<file path="config.mk">
export PLATFORM = sky130hd
export DESIGN_NAME = fed_mix
export DESIGN_NICKNAME = d
export VERILOG_FILES = /design/src/design/fed_pkg.sv /design/src/design/fed_mix.sv
export SDC_FILE = /design/constraint.sdc
export NUM_CORES = 2
export LEC_CHECK = 0
export BUFFER_PORTS_ARGS = -buffer_cell sky130_fd_sc_hd__buf_4
export CAP_MARGIN = 20
export CORE_MARGIN = 1.5
export CORE_UTILIZATION = 55
export CTS_BUF_LIST = sky130_fd_sc_hd__clkbuf_8 sky130_fd_sc_hd__clkbuf_16
export DETAILED_ROUTE_END_ITERATION = 8
export PLACE_DENSITY = 0.79
export SLEW_MARGIN = 20
export SYNTH_ARGS = -nofsm -noshare
export SYNTH_HDL_FRONTEND = slang
export SYNTH_SLANG_ARGS = --single-unit
</file>
<file path="constraint.sdc">
create_clock -name clk -period 21.5 [get_ports clk]
set_input_delay 4.3 -clock clk [delete_from_list [all_inputs] [get_ports clk]]
set_output_delay 4.3 -clock clk [all_outputs]
set_load 0.02 [all_outputs]
</file>
<file path="src/design/fed_pkg.sv">
// fed_pkg: shared types and constants for the feedback echo delay block
// holds gain format, register index codes and the sequencer state type
// no dependencies

package fed_pkg;

	localparam int GAIN_BITS  = 17;
	localparam int GAIN_FRAC  = 16;
	localparam int DELAY_BITS = 14;

	localparam logic [GAIN_BITS-1:0] GAIN_ONE   = 17'd65536;
	localparam logic [GAIN_BITS-1:0] WET_RESET  = 17'd32768;
	localparam logic [GAIN_BITS-1:0] FB_RESET   = 17'd0;
	localparam logic [DELAY_BITS-1:0] DLY_RESET = 14'd1;

	typedef enum logic [1:0] {
		CFG_FEEDBACK = 2'd0,
		CFG_WET      = 2'd1,
		CFG_DELAY    = 2'd2
	} cfg_idx_t;

	typedef enum logic [2:0] {
		S_IDLE,
		S_MIXY,
		S_HOLDY,
		S_MIXW,
		S_WRITE
	} fed_state_t;

	// strobes from the sequencer to the datapath
	typedef struct packed {
		logic in_stall;
		logic rd_en;
		logic mix_start;
		logic sel_fb;
		logic load_d;
		logic load_y;
		logic commit;
	} fed_ctl_t;

endpackage

</file>
<file path="src/design/fed_mix.sv">
// fed_mix: crossfade unit, (1 - g) * a + g * b with unsigned q1.16 gain
// products registered, truncation and saturation after the register
// depends on fed_pkg

module fed_mix import fed_pkg::*; #(
	parameter int SB = 24
) (
	input  logic                  clk,
	input  logic                  start,
	input  logic signed [SB-1:0]  a,
	input  logic signed [SB-1:0]  b,
	input  logic [GAIN_BITS-1:0]  gain,
	output logic signed [SB-1:0]  result
);

	localparam int PW = SB + GAIN_BITS + 1;
	localparam logic signed [SB+1:0] HI = {3'b000, {(SB-1){1'b1}}};
	localparam logic signed [SB+1:0] LO = {3'b111, {(SB-1){1'b0}}};

	logic [GAIN_BITS-1:0] g_b;
	logic [GAIN_BITS-1:0] g_a;
	logic signed [PW-1:0] pa_s1;
	logic signed [PW-1:0] pb_s1;
	logic signed [SB+1:0] ta;
	logic signed [SB+1:0] tb;
	logic signed [SB+1:0] sum;

	// gain above one counts as one
	always_comb begin
		g_b = (gain > GAIN_ONE) ? GAIN_ONE : gain;
		g_a = GAIN_ONE - g_b;
	end

	// products hold between starts so the result stays put
	always_ff @(posedge clk) begin
		if (start) begin
			pa_s1 <= $signed({1'b0, g_a}) * a;
			pb_s1 <= $signed({1'b0, g_b}) * b;
		end
	end

	// dropping the low bits of a two's complement product is a floor
	always_comb begin
		ta  = $signed(pa_s1[PW-1:GAIN_FRAC]);
		tb  = $signed(pb_s1[PW-1:GAIN_FRAC]);
		sum = ta + tb;
		if (sum > HI) begin
			result = HI[SB-1:0];
		end else if (sum < LO) begin
			result = LO[SB-1:0];
		end else begin
			result = sum[SB-1:0];
		end
	end

endmodule

</file>
==> flow_summary.json <==
{
  "synthFlopType": "edfxtp_1",
  "synth_cells": 3694,
  "totalWireLength_mm": 79.7,
  "root_buffer": "clkbuf_16",
  "worst_slack_ps": 8580,
  "die_h_um": 246,
  "grt_pass1_wl_mm": 135,
  "pre_cts_ws_ps": 8320,
  "maxCapViolations": 0,
  "path_clk_slew_ps": 80,
  "wl_per_cell_um": 18.0,
  "seq_area_frac_synth_pct": 4.81,
  "core_area_mm2": 0.0580,
  "wl_met2_mm": 37.4,
  "fin_cells": 4425,
  "drv_slew": 0,
  "grt_pass1_vias": 26400,
  "cts_sinks": 52,
  "drive_gt1_share_pct": 4.78,
  "syn_area_per_cell_um2": 8.79,
  "synthTopCellsByCount": "inv_1, fa_1, nand2_1",
  "whs_path_depth": 1,
  "wl_met3_mm": 8.85,
  "area_delta_synth_final_pct": 4.65,
  "cp_max_fo": 49,
  "vias": 24200,
  "ys_ff_latch": 52,
  "rsz0062_at_grt": "false",
  "via_per_inst": 5.47,
  "synthArstFlopShare_pct": 0,
  "tns_ps": 0,
  "hp-class": "in2reg",
  "synth_top_area_share_pct": 49.2,
  "place_congestion": 0.905,
  "critPathKind": "in2reg",
  "fin_crit_ps": 12920,
  "drc": 0,
  "h-tree-depth": 2,
  "synth_area_leaders": "fa_1, inv_1, ha_1",
  "row_count": 88,
  "synth.yosys.warnings": 0,
  "setup_viol": 0,
  "finalCritPeriodShare_pct": 60.1,
  "cp.required_ps": 21550,
  "firstDrtPassIters": 6,
  "hold_violations": 0,
  "netlist_area_mm2": 0.0325,
  "hpwl_mm": 64.0,
  "postCtsSetupBuffers": 0,
  "status": "finished, final reports clean",
  "cts_made_buffers": 5,
  "boundaryPins": 91,
  "met1_length_mm": 31.3,
  "worstSetupEndpointType": "flip-flop",
  "drt-initial-drc-count": 1863,
  "place_inst": 4417,
  "max_slew_margin_pct": 26.1,
  "clockBufferDepth": 2,
  "top_layer_used": "met4",
  "hp-start": "start",
  "nets": 4749,
  "postCtsHoldBufs": 0,
  "tightest_slew_ps": 1100,
  "start_kind": "input port",
  "grt_start_max_net_pins": 53,
  "syn_nets": 4784,
  "grt_util_all_layers_pct": 28.3,
  "arrival_ps": 12980,
  "port_buffers": 90,
  "fmax_mhz": 77.4,
  "start_util_pct": 56.0,
  "yosysMostFrequentCell": "inv_1",
  "synth_edf_count": 52,
  "die_x_um": 246,
  "cts-resized-gates": 0,
  "synth.distinct_cells": 65,
  "cts_tree": "yes",
  "ant_nets": 0,
  "whs_endpoint": "pa_s1[40]$_DFFE_PP_",
  "antenna_found_initial": 1,
  "die-area_mm2": 0.0605,
  "synth_top_cell_by_area": "fa_1",
  "whs_ps": 4570,
  "overflow": 0,
  "n_antenna_cell": 0
}
-- cell type report --
cell class | count | area, um^2
fill | 4928 | 24000
inverter | 1015 | 3810
sequential | 52 | 1560
clock buffer | 5 | 125
clock inverter | 3 | 22.5
tap | 765 | 957
timing repair buffer | 124 | 931
multi-input combinational | 2461 | 26600
-- cell usage in the layout (no fill, tap or decap), types with 5 or more instances in the layout --
cell	instances
inv_1	1015
fa_1	799
nand2_1	606
and2_1	260
ha_1	224
buf_4	124
a21oi_1	68
xnor2_1	57
nand3_1	53
edfxtp_1	52
nor2_1	47
o21ai_0	43
o211ai_1	28
a21o_1	27
nor3_1	24
xor2_1	24
and3_1	23
a211oi_1	15
nor2b_2	10
a31oi_1	10
o31ai_1	10
nand4_1	9
o21a_1	9
nor4_1	7
xnor2_2	7
nand3b_1	7
o21bai_1	7
or2_2	7
a211o_1	7
nor2b_1	6
or3_1	5
clkbuf_16	5
-- per-stage QoR --
step	utilization, %	area, um^2
4_1_cts	58.6	34000
5_1_grt	58.6	34000
3_3_place_gp	58.3	33800
3_5_place_dp	58.3	33800
6_report	58.6	34000
2_1_floorplan	-	32500
-- routing by layer --
| metal | GRT usage, % | vias up |
|---|---|---|
| li1 | - | 10700 |
| met1 | 38.1 | 12200 |
| met2 | 45.9 | 1123 |
| met3 | 6.78 | 180 |
| met4 | 7.09 | 0 |
| met5 | 0 | - |
-- critical path: stages --
cell	delay [ps]
buf_4	280
nor2b_4	150
buf_4	510
inv_1	100
ha_1	290
nand2_1	150
xor2_1	870
buf_4	350
and2_1	180
fa_1	390
inv_1	70
fa_1	430
fa_1	530
inv_1	60
fa_1	490
fa_1	500
inv_1	50
fa_1	490
inv_1	50
ha_1	350
nand4_1	150
nor3_2	240
nand4_1	240
a311o_1	480
a211o_1	420
a211oi_1	500
nor4b_1	110
nand3b_1	180
-- logic make-up (layout without fill, tap and decap cells) --
| group | count (synthesis) | count (layout) | share of synthesized area [%] |
|---|---|---|---|
| AOI/OAI and AO/OA | 263 | 263 | 5.40 |
| adders and majority gates | 1023 | 1023 | 57.9 |
| muxes | 1 | 1 | 0.0347 |
| buffers and inverters | 1181 | 1147 | 13.7 |
| DFF | 52 | 52 | 4.81 |
| xor gates and xnor gates | 91 | 91 | 2.45 |
| and+or+nand+nor | 1083 | 1083 | 15.7 |
-- state kept, by name (all words and copies together), names as in the netlist --
name	cells
pa_s1	26
pb_s1	26
-- how the worst max path moves through the flow --
stage	from	end	slack [ps]	depth (start not counted)
6_report	gain[16]	pa_s1[37]$_DFFE_PP_	8580	28
5_1_grt	gain[16]	pa_s1[37]$_DFFE_PP_	8220	28
4_1_cts	gain[13]	pa_s1[37]$_DFFE_PP_	8620	30
3_5_place_dp	gain[13]	pa_s1[37]$_DFFE_PP_	8320	30
3_3_place_gp	gain[6]	pa_s1[37]$_DFFE_PP_	8630	30
2_1_floorplan	gain[16]	pa_s1[37]$_DFFE_PP_	9680	31
Power is not shown: default switching activity piles up to over one toggle a cycle in this logic, so the estimate is an artifact.
