===== src/design/fed_pkg.sv =====
// fed_pkg: shared types and constants for the feedback echo delay block
// holds gain format, register index codes and the sequencer state type
// no dependencies

package fed_pkg;

	localparam int GAIN_BITS  = 17;
	localparam int GAIN_FRAC  = 16;
	localparam int DELAY_BITS = 14;

	localparam logic [GAIN_BITS-1:0] GAIN_ONE   = 17'd65536;
	localparam logic [GAIN_BITS-1:0] WET_RESET  = 17'd32768;
	localparam logic [GAIN_BITS-1:0] FB_RESET   = 17'd0;
	localparam logic [DELAY_BITS-1:0] DLY_RESET = 14'd1;

	typedef enum logic [1:0] {
		CFG_FEEDBACK = 2'd0,
		CFG_WET      = 2'd1,
		CFG_DELAY    = 2'd2
	} cfg_idx_t;

	typedef enum logic [2:0] {
		S_IDLE,
		S_MIXY,
		S_HOLDY,
		S_MIXW,
		S_WRITE
	} fed_state_t;

	// strobes from the sequencer to the datapath
	typedef struct packed {
		logic in_stall;
		logic rd_en;
		logic mix_start;
		logic sel_fb;
		logic load_d;
		logic load_y;
		logic commit;
	} fed_ctl_t;

endpackage


===== src/design/fed_dly_mod.sv =====
// fed_dly_mod: reduces the delay register modulo the line depth
// reciprocal multiply with one correction step when the depth is short
// depends on fed_pkg

module fed_dly_mod import fed_pkg::*; #(
	parameter int DEPTH = 16384
) (
	input  logic                     clk,
	input  logic                     arst_n,
	input  logic                     load,
	input  logic [DELAY_BITS-1:0]    delay,
	output logic [$clog2(DEPTH)-1:0] dl,
	output logic                     settled
);

	localparam int  AW    = $clog2(DEPTH);
	localparam bit  SHORT = (DEPTH < (2 ** DELAY_BITS));
	localparam int  LAT   = SHORT ? 4 : 1;

	logic [2:0] settle_q;

	// counts down after a delay write until the reduced value is through
	always_ff @(posedge clk or negedge arst_n) begin
		if (!arst_n) begin
			settle_q <= 3'(LAT);
		end else if (load) begin
			settle_q <= 3'(LAT);
		end else if (settle_q != 3'd0) begin
			settle_q <= settle_q - 3'd1;
		end
	end

	assign settled = (settle_q == 3'd0);

	generate
		if (SHORT) begin : g_short
			localparam int K  = DELAY_BITS + AW;
			localparam longint unsigned RECIP = (64'd1 << K) / DEPTH;
			localparam logic [K-1:0] RECIP_V = K'(RECIP);
			localparam logic [DELAY_BITS-1:0] DEPTH_D = DELAY_BITS'(DEPTH);

			logic [DELAY_BITS+K-1:0]  prod_s1;
			logic [DELAY_BITS-1:0]    dly_s1;
			logic [DELAY_BITS-1:0]    q_s2;
			logic [DELAY_BITS-1:0]    dly_s2;
			logic [DELAY_BITS+AW-1:0] qd_s3;
			logic [DELAY_BITS-1:0]    dly_s3;
			logic [DELAY_BITS-1:0]    rem;
			logic [DELAY_BITS-1:0]    rem_fix;
			logic [AW-1:0]            dl_q;

			always_ff @(posedge clk) begin
				prod_s1 <= (DELAY_BITS+K)'(delay) * (DELAY_BITS+K)'(RECIP_V);
				dly_s1  <= delay;
				q_s2    <= prod_s1[DELAY_BITS+K-1:K];
				dly_s2  <= dly_s1;
				qd_s3   <= (DELAY_BITS+AW)'(q_s2) * (DELAY_BITS+AW)'(DEPTH_D);
				dly_s3  <= dly_s2;
				dl_q    <= rem_fix[AW-1:0];
			end

			// quotient estimate is low by at most one
			always_comb begin
				rem     = dly_s3 - qd_s3[DELAY_BITS-1:0];
				rem_fix = (rem >= DEPTH_D) ? (rem - DEPTH_D) : rem;
			end

			assign dl = dl_q;
		end else begin : g_long
			logic [AW-1:0] dl_q;

			always_ff @(posedge clk) begin
				dl_q <= AW'(delay);
			end

			assign dl = dl_q;
		end
	endgenerate

endmodule


===== config.mk =====
export PLATFORM = sky130hd
export DESIGN_NAME = fed_dly_mod
export DESIGN_NICKNAME = d
export VERILOG_FILES = /design/src/design/fed_pkg.sv /design/src/design/fed_dly_mod.sv
export SDC_FILE = /design/constraint.sdc
export NUM_CORES = 1
export LEC_CHECK = 0
export BUFFER_PORTS_ARGS = -buffer_cell sky130_fd_sc_hd__buf_2
export CAP_MARGIN = 20
export CORE_AREA = 2 2 39 41
export DETAILED_ROUTE_END_ITERATION = 8
export DIE_AREA = 0 0 41 43
export GPL_TIMING_DRIVEN = 1
export PLACE_DENSITY_LB_ADDON = 0.2
export SKIP_LAST_GASP = 1
export SYNTH_ARGS = -nofsm -noshare
export SYNTH_HDL_FRONTEND = slang
export SYNTH_SLANG_ARGS = --single-unit

===== constraint.sdc =====
create_clock -name clk -period 1.6 [get_ports clk]
set_input_delay 0.16 -clock clk [delete_from_list [all_inputs] [get_ports clk]]
set_output_delay 0.16 -clock clk [all_outputs]
set_load 0.1 [all_outputs]

==> results of run 1 <==
cells in the mapped netlist:
master	number	area, um2
nor2_1	1	3.750
or3b_1	1	8.760
nand4bb_1	1	11.26
mux2i_1	1	10.01
dfrtp_1	2	50.05
a21oi_1	1	5.000
inv_1	2	7.510
o31ai_1	1	7.510
nor2b_1	1	6.260
dfstp_2	1	26.28
dfxtp_1	14	280.3
ha_1	2	25.02
or2b_1	1	7.510
and2b_2	1	8.760
power groups by stage:
stage               logic (uW)  registers (uW)  clock network (uW)
finish                     634             508                 219
global route               673             517                 246
CTS                        568             506                 226
detailed placement         443             518                   0
global placement           438             517                   0
floorplan                  231             651                   0
layout by cell type (no fill, tap or decap), drive strengths merged:
cell / count
nand4bb: 1
dfrtp: 2
and2b: 1
or3b: 1
or2b: 1
buf: 35
clkbuf: 4
inv: 2
dlygate4sd3: 15
a21oi: 1
o31ai: 1
mux2i: 1
dfstp: 1
nor2: 1
dfxtp: 14
ha: 2
nor2b: 1
sequential cells by signal, summed over array words and instances (netlist names):
name,flops
settle_q,3
dl,14
final cells by class:
class	count	area, um2	area share, %
Clock buffer	4	26.28	3.030
Inverter	2	7.507	0.8658
Multi-Input combinational cell	11	106.4	12.27
Sequential cell	17	356.6	41.13
Tap cell	16	20.02	2.309
Timing Repair Buffer	50	350.3	40.40
what timing repair did:
item,4_1_cts,5_1_grt
endpoints found under the setup margin,1,1
pin swaps,1,0
gates resized for setup,5,2
setup buffers,2,2
hold buffers,15,0
endpoints found under the hold margin,17,0
cell families after synthesis:
group	Yosys count	share of synthesized area, %
compound gates	2	2.732
fa+ha+maj	2	5.464
buf+inv	2	1.640
flops	17	77.87
mux	1	2.186
simple gates	6	10.11
routing by layer:
layer,routed length [um],up-vias
met5,0,-
met4,5,0
met3,56,2
met2,590,16
met1,363,182
li1,-,204
worst max path at each step:
stage,end,slack [ns],cells past startpoint
2_1_floorplan,settle_q[1],0.10,4
3_3_place_gp,settled,0.16,4
3_5_place_dp,settled,0.13,4
4_1_cts,settled,0.004,4
5_1_grt,settled,-0.01,4
6_report,settled,0.04,4
through the flow:
stage,cell area [um2],cells
finish,867.1,100
global route,867.1,100
CTS,842.1,98
detailed placement,633.1,77
global placement,633.1,77
floorplan,457.9,30
worst register-to-register path: cells and delay by family, from the launching register on:
| kind | cells | cell delay, ns |
|---|---|---|
| flops | 1 | 0.55 |
| compound gates | 1 | 0.24 |
| simple gates | 1 | 0.21 |
| buf+inv | 2 | 0.19 |
| fa+ha+maj | 1 | 0.15 |
==> metrics.md, run 1 <==
| Metric | Value |
|---|---|
| Total grt overflow | 0 |
| Worst path cell trace | inv_2 > ha_4 > and2b_2 > buf_12 |
| CP endpoint kind | primary output |
| Die Ht | 43 um |
| Critical path's largest stage delay | 0.55 ns |
| Maximum clock frequency | 639.3 MHz |
| IO Count | 32 |
| Sequential-to-total area share from yosys stat | 77.87% |
| Syn_nets | 49 |
| Peak supply drop | 0.7784 mV |
| Slew margin rel. | 67.60% |
| Startpoint Class | flop |
| Slew @ Worst Pin | 0.4893 ns |
| Slowest cell on crit path | dfstp_2 |
| Clock share of power | 16.1% |
| CP required | 1.44 ns |
| Final setup margin | 0.03589 ns |
| R2R setup slack | 0.16 ns |
| CP top delay family | flip-flops |
| Tot GR Track Use | 13.83% |
| Die Area | 0.001763 mm2 |
| Cell Int Power | 840.4 uW |
| Clk root buf | clkbuf_4 |
| Synth Register Bits | 17 |
| CTS tree | built |
| Syn Area/Cell | 15.26 um2 |
| Via Count | 404 |
| Post-detailed-route wirelength per cell | 10.15 um |
| WHS | 0.09571 ns |
| R2R Path End | settle_q[1] |
| Met3 usage in global routing | 2.094% |
| Min-Delay Path Depth | 2 |
| Sw power | 520.1 uW |
| Max-cap violations | 0 |
| Leakage | 0.0004244 uW |
| Hold_sp | load |
| Synthesis Warnings | 0 |
| TritonCTS Buffers | 3 |
| FF-to-FF path depth | 5 |
| Final ANT Viol Nets | 0 |
| Hold Path Class | input pin to flop |
| GRT busiest layer | met2 |
| Initial antenna violation count | 0 |
| Clock latency on the worst-skew pair | 0.28 ns |
| Arr. time, crit path | 1.40 ns |
| Largest net degree at the start of global routing | 10 |
| First-pass GRT wire length | 1.545 mm |
| Port Buffers | 31 |
| Post-Syn Instances | 30 |
| Synthesis-to-finish area growth | 89.34% |
| H-tree level count | 1 |
| CP max FO | 3 |
| FILL cells | 110 |
| Core Rows | 14 |
| CTS clk-pin slew, worst paths | 0.09 ns |
| Kind of critical path | flop to primary output |
| Vias per cell | 4.040 |
| Area of the mapped netlist | 457.9 um2 |
| Setup TNS | 0 ns |
| Max Slew Vio Count | 0 |
| GPL Wtd Cong | 0.5599 |
| Combinational power share | 46.6% |
| Fin util | 62.66% |
| Clk sinks | 17 |
| Met2 usage | 24.06% |
| Worst setup path startpoint | settle_q[0] |
| Min cycle time layout | 1.564 ns |
| Overall Power | 1361 uW |
| Crit share post-route | 97.76% |
| DRC Markers | 0 |
| Setup Slack @ Placement | 0.1329 ns |
| Die width | 41 um |
| Pwr dens | 1569 mW/mm2 |
| Final setup viols | 0 |
| Sw Ratio | 38.23% |
| DRT iter0 DRCs | 0 |
| Hold Vio Cnt, Final | 0 |
| N_diodes | 0 |
| Layout Skew | 0.0002641 ns |
| Reg-to-reg startpoint | settle_q[0] |
| Core Region | 0.001384 mm2 |
| Clk buf depth | 2 |
| Worst Hold End | settle_q[2] |
| Unrepaired setup endpoints after global routing | yes |
| Met1 Usage GRT | 13.40% |
| Worst Path Buf+Inv | 2 |
| Sequential share of power | 37.4% |
| Number of library cell types mapped by synthesis | 14 |
| Nets | 104 |
| First-pass iteration count of the detailed router | 1 |
| Initial Utilization | 33.09% |
| DRT Wirelength | 1.015 mm |
| Vias in the first global route | 393 |
| Share of cells above drive strength 1 | 50.00% |
| Outcome | completed |
No activity file was read; power rests on OpenSTA's default activity.
==> run 2, diff against run 1 <==
- SETUP_SLACK_MARGIN: unset -> 0.15
==> run 2 against run 1 <==
Effect of this change:
- sequential share of layout area decreased by 0.47 points
- non-clock buffer count up 1
- design area up 1.2%
- combinational power is 4.4% higher
- first-iteration DRC count is 1 higher
- count of clock-buffer cells in the layout shrank 1
==> metrics.md, run 2 (same netlist as run 1, synthesis figures left out) <==
| Metric | Value |
|---|---|
| Startpoint Class | flop |
| CTS clk-pin slew, worst paths | 0.10 ns |
| GPL Wtd Cong | 0.5555 |
| Core Region | 0.001384 mm2 |
| Critical path's largest stage delay | 0.55 ns |
| First-pass GRT wire length | 1.524 mm |
| Clk sinks | 17 |
| FILL cells | 105 |
| Pwr dens | 1586 mW/mm2 |
| IO Count | 32 |
| Multi-input gate area | 107.6 um2 |
| Tot GR Track Use | 13.43% |
| Share of cells above drive strength 1 | 51.76% |
| WHS | 0.09074 ns |
| Max-cap violations | 0 |
| Worst path cell trace | inv_2 > ha_4 > and2b_4 > buf_12 |
| Clock latency on the worst-skew pair | 0.28 ns |
| Most frequent cells in the layout | 30 x buf_2, 15 x dlygate4sd3_1, 14 x dfxtp_1 |
| Overall Power | 1391 uW |
| DRT iter0 DRCs | 1 |
| Initial Utilization | 33.09% |
| Post-detailed-route wirelength per cell | 10.69 um |
| CTS tree | built |
| Commonest non-fill, non-tap cell in the layout | buf_2 |
| CP required | 1.44 ns |
| Outcome | completed |
| Vias in the first global route | 393 |
| Slew margin rel. | 67.67% |
| Max FFs per register | 14 |
| Peak supply drop | 0.8116 mV |
| Hold Vio Cnt, Final | 0 |
| TritonCTS Buffers | 3 |
| Dpl hpwl | 619.7 um |
| Arr. time, crit path | 1.36 ns |
| Via Count | 402 |
| Hold Path Class | input pin to flop |
| Unrepaired setup endpoints after global routing | yes |
| N_diodes | 0 |
| Core Rows | 14 |
| Setup TNS | 0 ns |
| Final ANT Viol Nets | 0 |
| Dpl cell area | 634.4 um2 |
| Clk root buf | clkbuf_4 |
| Die width | 41 um |
| Slowest cell on crit path | dfstp_2 |
| CP endpoint kind | primary output |
| Final setup viols | 0 |
| Min cycle time layout | 1.523 ns |
| Port Buffers | 31 |
| Largest net degree at the start of global routing | 11 |
| Slew @ Worst Pin | 0.4882 ns |
| Post-Layout Inst Area | 877.1 um2 |
| Total grt overflow | 0 |
| Nets | 105 |
| Crit share post-route | 95.16% |
| Layout Skew | 0.004754 ns |
| Clk buf depth | 2 |
| Kind of critical path | flop to primary output |
| DRC Markers | 0 |
| First-pass iteration count of the detailed router | 2 |
| Maximum clock frequency | 656.8 MHz |
| H-tree level count | 1 |
| Leakage | 0.0004312 uW |
| DRT Wirelength | 1.080 mm |
| Initial antenna violation count | 0 |
| Register area | 356.6 um2 |
| Synthesis-to-finish area growth | 91.53% |
| Vias per cell | 3.980 |
| Max Slew Vio Count | 0 |
| Worst Path Buf+Inv | 2 |
| CP top delay family | flip-flops |
| CP max FO | 2 |
| Die Ht | 43 um |
| Die Area | 0.001763 mm2 |
run 2: cell count changes in the layout (fill, tap and decap cells not counted):
| cell | before | now |
|---|---|---|
| and2b_4 | 0 | 1 |
| clkbuf_1 | 1 | 0 |
| buf_4 | 4 | 5 |
| and2b_2 | 1 | 0 |
| clkinv_2 | 0 | 1 |
run 2: what timing repair did:
action,in CTS,in global routing
setup buffers,4,1
endpoints found under the setup margin,1,2
hold buffers,15,0
gates cloned,0,0
hold endpoints to repair,17,0
gates resized for setup,7,0
pin swaps,1,0
run 2: layout make-up:
type,instances,area share [%]
well taps,16,2.282
flip-flops and latches,17,40.66
inverters,2,0.8559
clock inverters,1,0.5706
multi-input cells,11,12.27
repair buffers,51,40.80
clock buffers,3,2.568
run 2: stage by stage:
stage | cells | utilization [%] | worst slack (ns)
2_1_floorplan | 30 | - | 0.2613
3_3_place_gp | 77 | 45.84 | 0.2038
3_5_place_dp | 77 | 45.84 | 0.1812
4_1_cts | 100 | 62.84 | 0.07636
5_1_grt | 101 | 63.38 | 0.03032
6_report | 101 | 63.38 | 0.07736
run 2: routing by layer:
metal / vias to the layer above / part of all wire (%) / track usage [%]
met4: 0 / 0 / 8.000
met5: - / 0 / 0
met1: 180 / 36 / 11.74
li1: 207 / - / -
met2: 15 / 59 / 23.75
met3: 0 / 4.7 / 4.712
run 2: final timing paths:
check / end / cells past startpoint / startpoint / slack [ns]
worst max-delay path: settled / 4 / settle_q[0] / 0.08
worst min-delay path: settle_q[2] / 2 / load / 0.09
worst max register to register: settle_q[2] / 5 / settle_q[0] / 0.17
worst min register to register: settle_q[1] / 2 / settle_q[1] / 0.58
max in group asynchronous: settle_q[0] / 2 / arst_n / 1.21
min in group asynchronous: settle_q[2] / 2 / arst_n / 0.19
run 2: report_power, final:
group | switching (uW) | internal, uW
clock | 126 | 92.7
combinational | 384 | 278
sequential | 26.0 | 485
==> run 3, diff against run 2 <==
- ABC_AREA: unset -> 1
- BUFFER_PORTS_ARGS: -buffer_cell sky130_fd_sc_hd__buf_2 -> unset
- DONT_BUFFER_PORTS: unset -> 1
- GPL_ROUTABILITY_DRIVEN: unset -> 0
==> run 3 against run 2 <==
Effect of this change:
- design area fell by 2.7%
- fmax is 0.23% higher
- power down 4.5%
- wire length fell by 7.8%
- critical path depth increased by 1
- sequential share of layout area rose by 1.1 points
- first-iteration DRC count rose to 12 times the previous value
- final cell count shrank 7.9%
- synthesized cell count rose by 27%
- count of clock-buffer cells in the layout did not move
- register-to-register slack gained 0.17 ns
- non-clock buffer count down 16
- largest power group unchanged
==> metrics.md, run 3 <==
| Metric | Value |
|---|---|
| DRT Wirelength | 996 um |
| Max FFs per register | 14 |
| Register area | 356.6 um2 |
| Worst Path Buf+Inv | 3 |
| Startpoint Class | flop |
| Pwr dens | 1558 mW/mm2 |
| Dpl cell area | 610.6 um2 |
| First-pass iteration count of the detailed router | 4 |
| Kind of critical path | flop to primary output |
| Cell with the most instances after synthesis | dfxtp_1 |
| Die width | 41 um |
| Vias per cell | 4.301 |
| Largest net degree at the start of global routing | 12 |
| Number of library cell types mapped by synthesis | 12 |
| Initial Utilization | 34.09% |
| Top area cells in the synthesized netlist | dfxtp_1 59%, dfrtp_1 11%, dfstp_2 5.6%, ha_1 5.3%, inv_1 4.0% |
| Dpl hpwl | 686.4 um |
| Clk buf depth | 2 |
| Sw Ratio | 40.45% |
| EDFF count, synth | 0 |
| DRT iter0 DRCs | 12 |
| Leakage | 0.0004019 uW |
| Setup Slack @ Placement | 0.2506 ns |
| Port Buffers | 0 |
| Post-synth top cells | 14 x dfxtp_1, 5 x inv_1, 5 x nand2_1 |
| Crit share post-route | 94.94% |
| Sw power | 537.6 uW |
| Max Slew Vio Count | 0 |
| WHS | 0.1248 ns |
| WP depth | 5 |
| Via Count | 400 |
| Maximum clock frequency | 658.3 MHz |
| DRC Markers | 0 |
| CTS tree | built |
| H-tree level count | 1 |
| Slew @ Worst Pin | 0.2814 ns |
| Synthesis-to-finish area growth | 80.90% |
| Cells after DPL | 69 |
| Syn_nets | 57 |
| Die Ht | 43 um |
| Area of the mapped netlist | 471.7 um2 |
| N_diodes | 0 |
| Vias in the first global route | 443 |
| Most frequent cells in the layout | 18 x buf_4, 16 x dlygate4sd3_1, 14 x dfxtp_1 |
| Fin util | 61.66% |
| Min cycle time layout | 1.519 ns |
| Post-detailed-route wirelength per cell | 10.71 um |
| Cell Int Power | 791.6 uW |
| Peak supply drop | 0.6850 mV |
| Sequential-to-total area share from yosys stat | 75.60% |
| Unrepaired setup endpoints after global routing | yes |
| FF-to-FF path depth | 6 |
| Layout Skew | 0.009846 ns |
| Synth Register Bits | 17 |
| Clock latency on the worst-skew pair | 0.28 ns |
| CP top delay family | flip-flops |
| CTS clk-pin slew, worst paths | 0.10 ns |
| Top cell type's share of synthesized area | 59.42% |
| Max-cap violations | 0 |
| Commonest non-fill, non-tap cell in the layout | buf_4 |
| Final setup viols | 0 |
| Die Area | 0.001763 mm2 |
| CP max FO | 2 |
| Initial antenna violation count | 0 |
| IO Count | 32 |
| Final ANT Viol Nets | 0 |
| Slowest cell on crit path | dfstp_2 |
| Nets | 97 |
| TritonCTS Buffers | 3 |
| Core Region | 0.001384 mm2 |
| Clk root buf | clkbuf_4 |
| Hold Vio Cnt, Final | 0 |
| Slew margin rel. | 81.39% |
| Post-Layout Inst Area | 853.3 um2 |
| Critical path's largest stage delay | 0.55 ns |
| Synth area leader | dfxtp_1 |
| Tot GR Track Use | 14.33% |
| Sequential share of power | 37.5% |
| Core Rows | 14 |
| Combinational power share | 45.9% |
| Ys flop type | dfxtp_1 |
| Multi-input gate area | 101.3 um2 |
| Outcome | completed |
| Clock share of power | 16.6% |
| Non-Filler Instances | 93 |
| Clk sinks | 17 |
| Synthesis Warnings | 0 |
| CP endpoint kind | primary output |
| Hold Path Class | input pin to async pin |
| CP required | 1.44 ns |
| Worst path cell trace | inv_2 > ha_4 > nand2_4 > clkinvlp_4 > buf_12 |
| Final setup margin | 0.08088 ns |
| Syn Area/Cell | 12.41 um2 |
| Arr. time, crit path | 1.36 ns |
| Total grt overflow | 0 |
| FILL cells | 114 |
| First-pass GRT wire length | 1.690 mm |
| Async SR Flop Fraction | 17.65% |
| Post-Syn Instances | 38 |
| Share of cells above drive strength 1 | 41.56% |
## run 3: cell count changes after synthesis, moves of 2 or more
cell and change:
inv_2 +2, inv_1 +3, nand3_1 +3, nand2_1 +5
## run 3: layer usage
layer	global-route usage (%)	wire, um	part of all wire [%]	vias up
li1	-	-	-	190
met2	25.62	596	60	21
met3	3.665	74	7.4	0
met5	0	0	0	-
met4	8.000	0	0	0
met1	13.38	326	33	189
## run 3: worst register-to-register path, stage by stage (launching register included)
cell,delay [ns]
dfstp_2,0.55
inv_2,0.05
ha_4,0.16
buf_4,0.12
buf_4,0.13
nand4_1,0.09
nand2_1,0.07
## run 3: cells by family after synthesis
kind of cell / Yosys count / share of synthesized area, %
adder cells (fa/ha/maj): 2 / 5.304
buffers and inverters: 7 / 5.571
flip-flops: 17 / 75.60
AND/OR/NAND/NOR: 12 / 13.53
## run 3: path summary, 6_finish.rpt
kind                       slack (ns)           to   startpoint
min in group clk                 0.42        dl[5]     delay[5]
hold reg to reg                  0.55  settle_q[0]  settle_q[0]
setup / recovery                 0.08      settled  settle_q[0]
hold / removal                   0.12  settle_q[1]       arst_n
setup reg to reg                 0.34  settle_q[1]  settle_q[0]
max in group asynchronous        1.23  settle_q[0]       arst_n
## run 3: power groups by stage
stage | logic, uW | clock network, uW | registers (uW)
after floorplan | 247 | 0 | 639
after global placement | 437 | 0 | 504
after detailed placement | 460 | 0 | 507
after CTS | 589 | 238 | 499
after global routing | 650 | 268 | 503
final | 610 | 221 | 499
## run 3: final cells by class
cell class                 count  share of cell area, %
sequential                    17                  41.79
inverter                       7                  3.519
clock buffer                   3                  2.639
clock inverter                 1                 0.8798
timing repair buffer          35                  36.95
multi-input combinational     14                  11.88
tap                           16                  2.346
## run 3: repair_timing
item / 4_1_cts / 5_1_grt
hold buffers: 15 / 1
pin swaps: 2 / 0
hold endpoints to repair: 17 / 1
endpoints found under the setup margin: 1 / 1
buffers inserted: 3 / 1
gates resized for setup: 5 / 0
## run 3: through the flow
step                setup TNS [ns]  total power (uW)
finish                           0              1329
global route            -0.0003740              1421
CTS                              0              1327
detailed placement               0             966.7
global placement                 0             941.0
floorplan                        0             886.1
